==> src/rtl/nmi_pkg.sv <==
`timescale 1ns / 1ps
// Shared types and codes for the normalized mutual information block.
// No dependencies; used by nmi_ctrl, nmi_dp and the top level.
package nmi_pkg;

  localparam logic [1:0] REQ_ROW    = 2'd0;
  localparam logic [1:0] REQ_COL    = 2'd1;
  localparam logic [1:0] REQ_JOINT  = 2'd2;
  localparam logic [1:0] REQ_UNUSED = 2'd3;

  localparam logic [1:0] ST_OK         = 2'd0;
  localparam logic [1:0] ST_EMPTY      = 2'd1;
  localparam logic [1:0] ST_DEGENERATE = 2'd2;

  typedef struct packed {
    logic [1:0]  req_type;
    logic [31:0] bin_count;
    logic [31:0] total_count;
    logic        last;
  } in_t;

  typedef struct packed {
    logic [31:0] nmi_value;
    logic [1:0]  status;
  } out_t;

  typedef enum logic [3:0] {
    S_IDLE, S_CHK, S_DIV, S_NORM, S_IDX, S_ROM, S_INTERP, S_UFM, S_MUL, S_ACC,
    S_FIN, S_NDIV, S_OUT
  } state_t;

  typedef struct packed {
    logic load;
    logic div_step;
    logic norm_step;
    logic idx;
    logic rom;
    logic interp;
    logic ufm;
    logic mul;
    logic acc;
    logic fin;
    logic nd_step;
    logic emit;
  } cmd_t;

  typedef struct packed {
    logic contrib;
    logic last;
    logic cnt_done;
    logic norm_done;
    logic fin_short;
    logic out_free;
  } sts_t;

endpackage

==> src/rtl/nmi_ctrl.sv <==
`timescale 1ns / 1ps
// Controller state machine for the normalized mutual information block.
// Depends on nmi_pkg; drives nmi_dp through command and status structs.
module nmi_ctrl (
  input  logic          clk,
  input  logic          rst_n,
  input  logic          in_valid,
  output logic          in_ready,
  input  nmi_pkg::sts_t sts,
  output nmi_pkg::cmd_t cmd
);

  nmi_pkg::state_t state_r, state_nxt;

  always_ff @(posedge clk) begin
    if (!rst_n) begin
      state_r <= nmi_pkg::S_IDLE;
    end else begin
      state_r <= state_nxt;
    end
  end

  always_comb begin
    state_nxt = state_r;
    cmd       = '0;
    in_ready  = 1'b0;
    unique case (state_r)
      nmi_pkg::S_IDLE: begin
        in_ready = 1'b1;
        if (in_valid) begin
          cmd.load  = 1'b1;
          state_nxt = nmi_pkg::S_CHK;
        end
      end
      nmi_pkg::S_CHK: begin
        if (sts.contrib) state_nxt = nmi_pkg::S_DIV;
        else if (sts.last) state_nxt = nmi_pkg::S_FIN;
        else state_nxt = nmi_pkg::S_IDLE;
      end
      nmi_pkg::S_DIV: begin
        cmd.div_step = 1'b1;
        if (sts.cnt_done) state_nxt = nmi_pkg::S_NORM;
      end
      nmi_pkg::S_NORM: begin
        if (sts.norm_done) state_nxt = nmi_pkg::S_IDX;
        else cmd.norm_step = 1'b1;
      end
      nmi_pkg::S_IDX: begin
        cmd.idx   = 1'b1;
        state_nxt = nmi_pkg::S_ROM;
      end
      nmi_pkg::S_ROM: begin
        cmd.rom   = 1'b1;
        state_nxt = nmi_pkg::S_INTERP;
      end
      nmi_pkg::S_INTERP: begin
        cmd.interp = 1'b1;
        state_nxt  = nmi_pkg::S_UFM;
      end
      nmi_pkg::S_UFM: begin
        cmd.ufm   = 1'b1;
        state_nxt = nmi_pkg::S_MUL;
      end
      nmi_pkg::S_MUL: begin
        cmd.mul   = 1'b1;
        state_nxt = nmi_pkg::S_ACC;
      end
      nmi_pkg::S_ACC: begin
        cmd.acc   = 1'b1;
        state_nxt = sts.last ? nmi_pkg::S_FIN : nmi_pkg::S_IDLE;
      end
      nmi_pkg::S_FIN: begin
        cmd.fin   = 1'b1;
        state_nxt = sts.fin_short ? nmi_pkg::S_OUT : nmi_pkg::S_NDIV;
      end
      nmi_pkg::S_NDIV: begin
        cmd.nd_step = 1'b1;
        if (sts.cnt_done) state_nxt = nmi_pkg::S_OUT;
      end
      nmi_pkg::S_OUT: begin
        if (sts.out_free) begin
          cmd.emit  = 1'b1;
          state_nxt = nmi_pkg::S_IDLE;
        end
      end
      default: state_nxt = nmi_pkg::S_IDLE;
    endcase
  end

endmodule

==> config.mk <==
export PLATFORM = sky130hd
export DESIGN_NAME = nmi_ctrl
export DESIGN_NICKNAME = d
export VERILOG_FILES = /design/src/rtl/nmi_pkg.sv /design/src/rtl/nmi_ctrl.sv
export SDC_FILE = /design/constraint.sdc
export NUM_CORES = 1
export LEC_CHECK = 0
export BUFFER_PORTS_ARGS = -buffer_cell sky130_fd_sc_hd__clkbuf_2
export CORE_MARGIN = 4
export CORE_UTILIZATION = 25
export CTS_CLUSTER_DIAMETER = 60
export DETAILED_ROUTE_END_ITERATION = 16
export SETUP_SLACK_MARGIN = 0.4
export SYNTH_ARGS = -nofsm -noshare
export SYNTH_HDL_FRONTEND = slang
export SYNTH_SLANG_ARGS = --single-unit
export TNS_END_PERCENT = 1
==> constraint.sdc <==
create_clock -name clk -period 1.61 [get_ports clk]
set_input_delay 0.161 -clock clk [delete_from_list [all_inputs] [get_ports clk]]
set_output_delay 0.161 -clock clk [all_outputs]
set_load 0.01 [all_outputs]
# Word level (Yosys, flattened, before mapping)
# Cells that the tools add are included.
[classes] n_eq_ne=17 muxes=25 n_reduce_logical=2
[op_table] operator="$pmux W4 S13" count=1
[op_table] operator="$mux W4" count=7
[op_table] operator="$eq A4 B4 Y1 const B" count=5
[op_table] operator="$eq A4 B3 Y1 const B" count=4
[op_table] operator="$mux W1" count=16
[op_table] operator="$ne A2 B2 Y1 const B" count=5
[op_table] operator="$eq A4 B2 Y1 const B" count=2
[op_table] operator="$reduce_and A5 Y1" count=1
[op_table] operator="$eq A4 B1 Y1 const B" count=1
[op_table] operator="$logic_not A4 Y1" count=1
[op_table] operator="$mux W3" count=1
[word_totals] out_inout_bits=13 inputBits=9 elab_cells=45 reg_bits=4

# Longest topological paths before layout
[logic_depth] depth_word=3 ltp_mapped=5

# Worst setup path before layout
# OpenSTA, ideal clock, no wires.
[synth_timing] kind="register to output" start="register state_r[0]" end="output port cmd[11] (netlist name)" n_path_buf=1 setup_slack_ps=208 t_arrival_ps=1241 required_ps=1449 stages_incl_launch_ff=4 cell_sequence="dfxtp_1 > clkbuf_1 > nor4_1 > and2_1"
[synth_rtl] element="from (decl)" line_no="nmi_ctrl.sv:13" source="nmi_pkg::state_t state_r, state_nxt;"
[synth_rtl] element="from (signal assigned)" line_no="nmi_ctrl.sv:17" source="state_r <= nmi_pkg::S_IDLE;"
[synth_rtl] element="from (signal assigned)" line_no="nmi_ctrl.sv:19" source="state_r <= state_nxt;"
[synth_rtl] element="to (decl)" line_no="nmi_ctrl.sv:10" source="output nmi_pkg::cmd_t cmd"

# Worst setup path after layout
[layout_timing] start="register state_r[2]" end="register state_r[3]"
[layout_via] elab_chain_len=3
[layout_lines] element="$eq A4 B2 Y1, or another cell as far along" line_no="nmi_ctrl.sv:27" source="unique case (state_r)"
[layout_lines] element="$ne A2 B2 Y1 (no source line)"
[layout_lines] element="$reduce_and A5 Y1 (no source line)"
# Several ways; a longest one is shown, not always the timed one.
# A chain may end at the register's enable or synchronous reset.

==> out/metrics.cfg <==
[setup_path]
crit_path_end=state_r[3]
path_max_fanout=4
critPathKind=reg -> reg
reg2regPathDepth=4
reg2reg_to=state_r[3]
setup.worst_path.start=state_r[2]
cp-start-kind=flip-flop
critical_path_arrival_ps=1650
required_ps=1740
end_kind=flip-flop
worstReg2RegStart=state_r[2]
rrSetupSlack_ps=100

[cts]
cts_hold_buffers=0
clkLatencyLatePin_ps=240
cts_made_buffers=3
cts_tree=yes
clockBufferDepth=2
cts_sinks=4
cts.htree.levels=1
clockRootBuffer=clkbuf_4
path_clk_slew_ps=40

[timing]
slew_violations=0
setup-violations-final=0
clock_skew_ps=4.494
maxSlewHeadroom_pct=76.79
fin_crit_sh_pct=94.01
hold_viol_final=0
fmax_mhz=660.7
min_period_ps=1514
worst_pin_slew_ps=344.6
rsz0062_at_grt=true

[place]
dpl-instance-area_um2=559.3
dp.final_hpwl_um=965.6
dp.cells=99
routabilityCongestion=0.7679
io_buffers=21

[die]
dieArea_um2=2372
die_w_um=48.70
fp.coreArea_um2=1541
ios=22
die_h_um=48.70
rows=14
initial_core_util_pct=26.87

[logic_synthesis]
synthesis.nets=71
synth.top_cell.area_share_pct=19.34
synthDistinctLibCells=23
synth.area.top_cells=dfxtp_1 (19%), nor2_1 (11%), nor3_1 (9.7%)
syn_area_per_cell_um2=6.680
ys_ff_latch=4
yosysSeqAreaShare_pct=19.34
netlist_area_um2=414.1
synth_top_cell_by_area=dfxtp_1
ys_warn_count=0
syn_inst=62

[flow_run]
maxCapViolations=0

[finish]
regArea_um2=88.84
syn2layout_area_growth_pct=54.38
drive_above_1_share_pct=46.07
antennaDiodeCount=0
largestRegisters=state_r (4)
layout_common_cells=clkbuf_2 (21), nor2_1 (12), nor3_1 (8), buf_4 (7), a21oi_1 (6)
fill_cells=171
final_common_cell=clkbuf_2
fin_cells=105
multiInputGateArea_um2=339.1
nets=100
top_register=state_r
largest_reg_flops=4
finish.instance_area_um2=639.4

[routing]
wl_per_cell_um=12.91
drt_first_pass_iters=4
drt_iter0_drc=9
drc=0
via_per_inst=5.219
wl_mm=1.356
via_count=548
drtAntennaViolNets=0

[global_routing]
grt_max_degree=12
grt_pass1_vias=479
grt-ovfl-total=0
grt_pass1_wl_mm=2.049
grt_usage_pct=10.35
antenna_found_initial=0

[pwr]
p_per_area_nw_per_um2=1640
p_int_w=0.0005591
combPwrFrac_pct=69.1
vdd_drop_max_mv=0.4814
seqPwrFrac_pct=18.7
switching_power_w=0.0004896
leakagePower_nw=0.3001
pwr-share-clk_pct=12.2
switching_share_pct=46.68

[hold_path]
min_path_type=in -> reg

[status]
outcome=complete, no violations

-- critical path, stage by stage (launching register included) --
cell and delay, ps:
dfxtp_4 350, or4b_4 550, o32ai_4 150, nor2_1 70
a311oi_1 290
-- power groups by stage --
stage               combinational [W]  sequential (W)  clock [W]
floorplan                    0.000468        0.000170          0
global placement             0.000650        0.000184          0
detailed placement           0.000657        0.000186          0
CTS                          0.000663        0.000187   0.000128
global route                 0.000806        0.000202   0.000141
finish                       0.000725        0.000196   0.000128
-- synth_stat cells, drive strengths merged --
library cell  instances
a21oi                 6
o21a                  2
a31oi                 1
nand2                 1
mux2                  1
o32a                  1
nor2                 12
dfxtp                 4
o21bai                2
clkbuf                3
a311oi                1
inv                   3
nand2b                5
o21ai                 2
nor4                  3
and3b                 1
o32ai                 1
a21o                  1
or4b                  1
buf                   1
nor3                  8
and4                  1
and2                  1
-- kinds of logic (layout without fill, tap and decap cells) --
kind of cell,after synthesis,count (layout),share of synthesized area [%]
muxes,1,1,2.719
DFF,4,4,19.34
and+or+nand+nor,33,33,42.60
AOI/OAI and AO/OA,17,17,28.70
buffers and inverters,7,34,6.645
-- stage by stage --
stage | setup slack [ps] | hold slack [ps] | util, % | TNS [ps] | power (W)
detailed placement | 77.32 | 433.5 | 36.28 | 0 | 0.0008429
CTS | 121.1 | 191.6 | 37.91 | 0 | 0.0009777
global route | -1.282 | 207.4 | 41.48 | -1.282 | 0.001149
floorplan | 255.9 | 323.6 | - | 0 | 0.0006379
global placement | 76.33 | 437.2 | 36.28 | 0 | 0.0008339
finish | 96.44 | 190.1 | 41.48 | 0 | 0.001049
-- cell type report --
cell class	instances	share of cell area [%]
clock buffers	3	3.523
inverters	3	1.761
multi-input cells	51	53.03
flip-flops and latches	4	13.89
well taps	16	3.131
repair buffers	28	24.66
-- worst min path at each step --
stage	startpoint	endpoint	cells past startpoint
finish	rst_n	state_r[1]	3
global route	rst_n	state_r[1]	3
CTS	rst_n	state_r[1]	3
detailed placement	rst_n	state_r[1]	3
global placement	rst_n	state_r[0]	3
floorplan	rst_n	state_r[0]	2
-- metal layers --
| metal | GRT usage [%] | routed length [um] |
|---|---|---|
| met1 | 14.18 | 608 |
| met2 | 15.22 | 604 |
| met3 | 1.840 | 120 |
| met4 | 5.381 | 23 |
| met5 | 0 | 0 |
-- repair_timing --
action | in CTS | in global routing
pin swaps | 0 | 6
endpoints found under the setup margin | 17 | 17
buffers inserted | 0 | 3
gates resized for setup | 2 | 8
gates cloned | 0 | 0
Note: power is estimated with default switching activity, not from simulation.
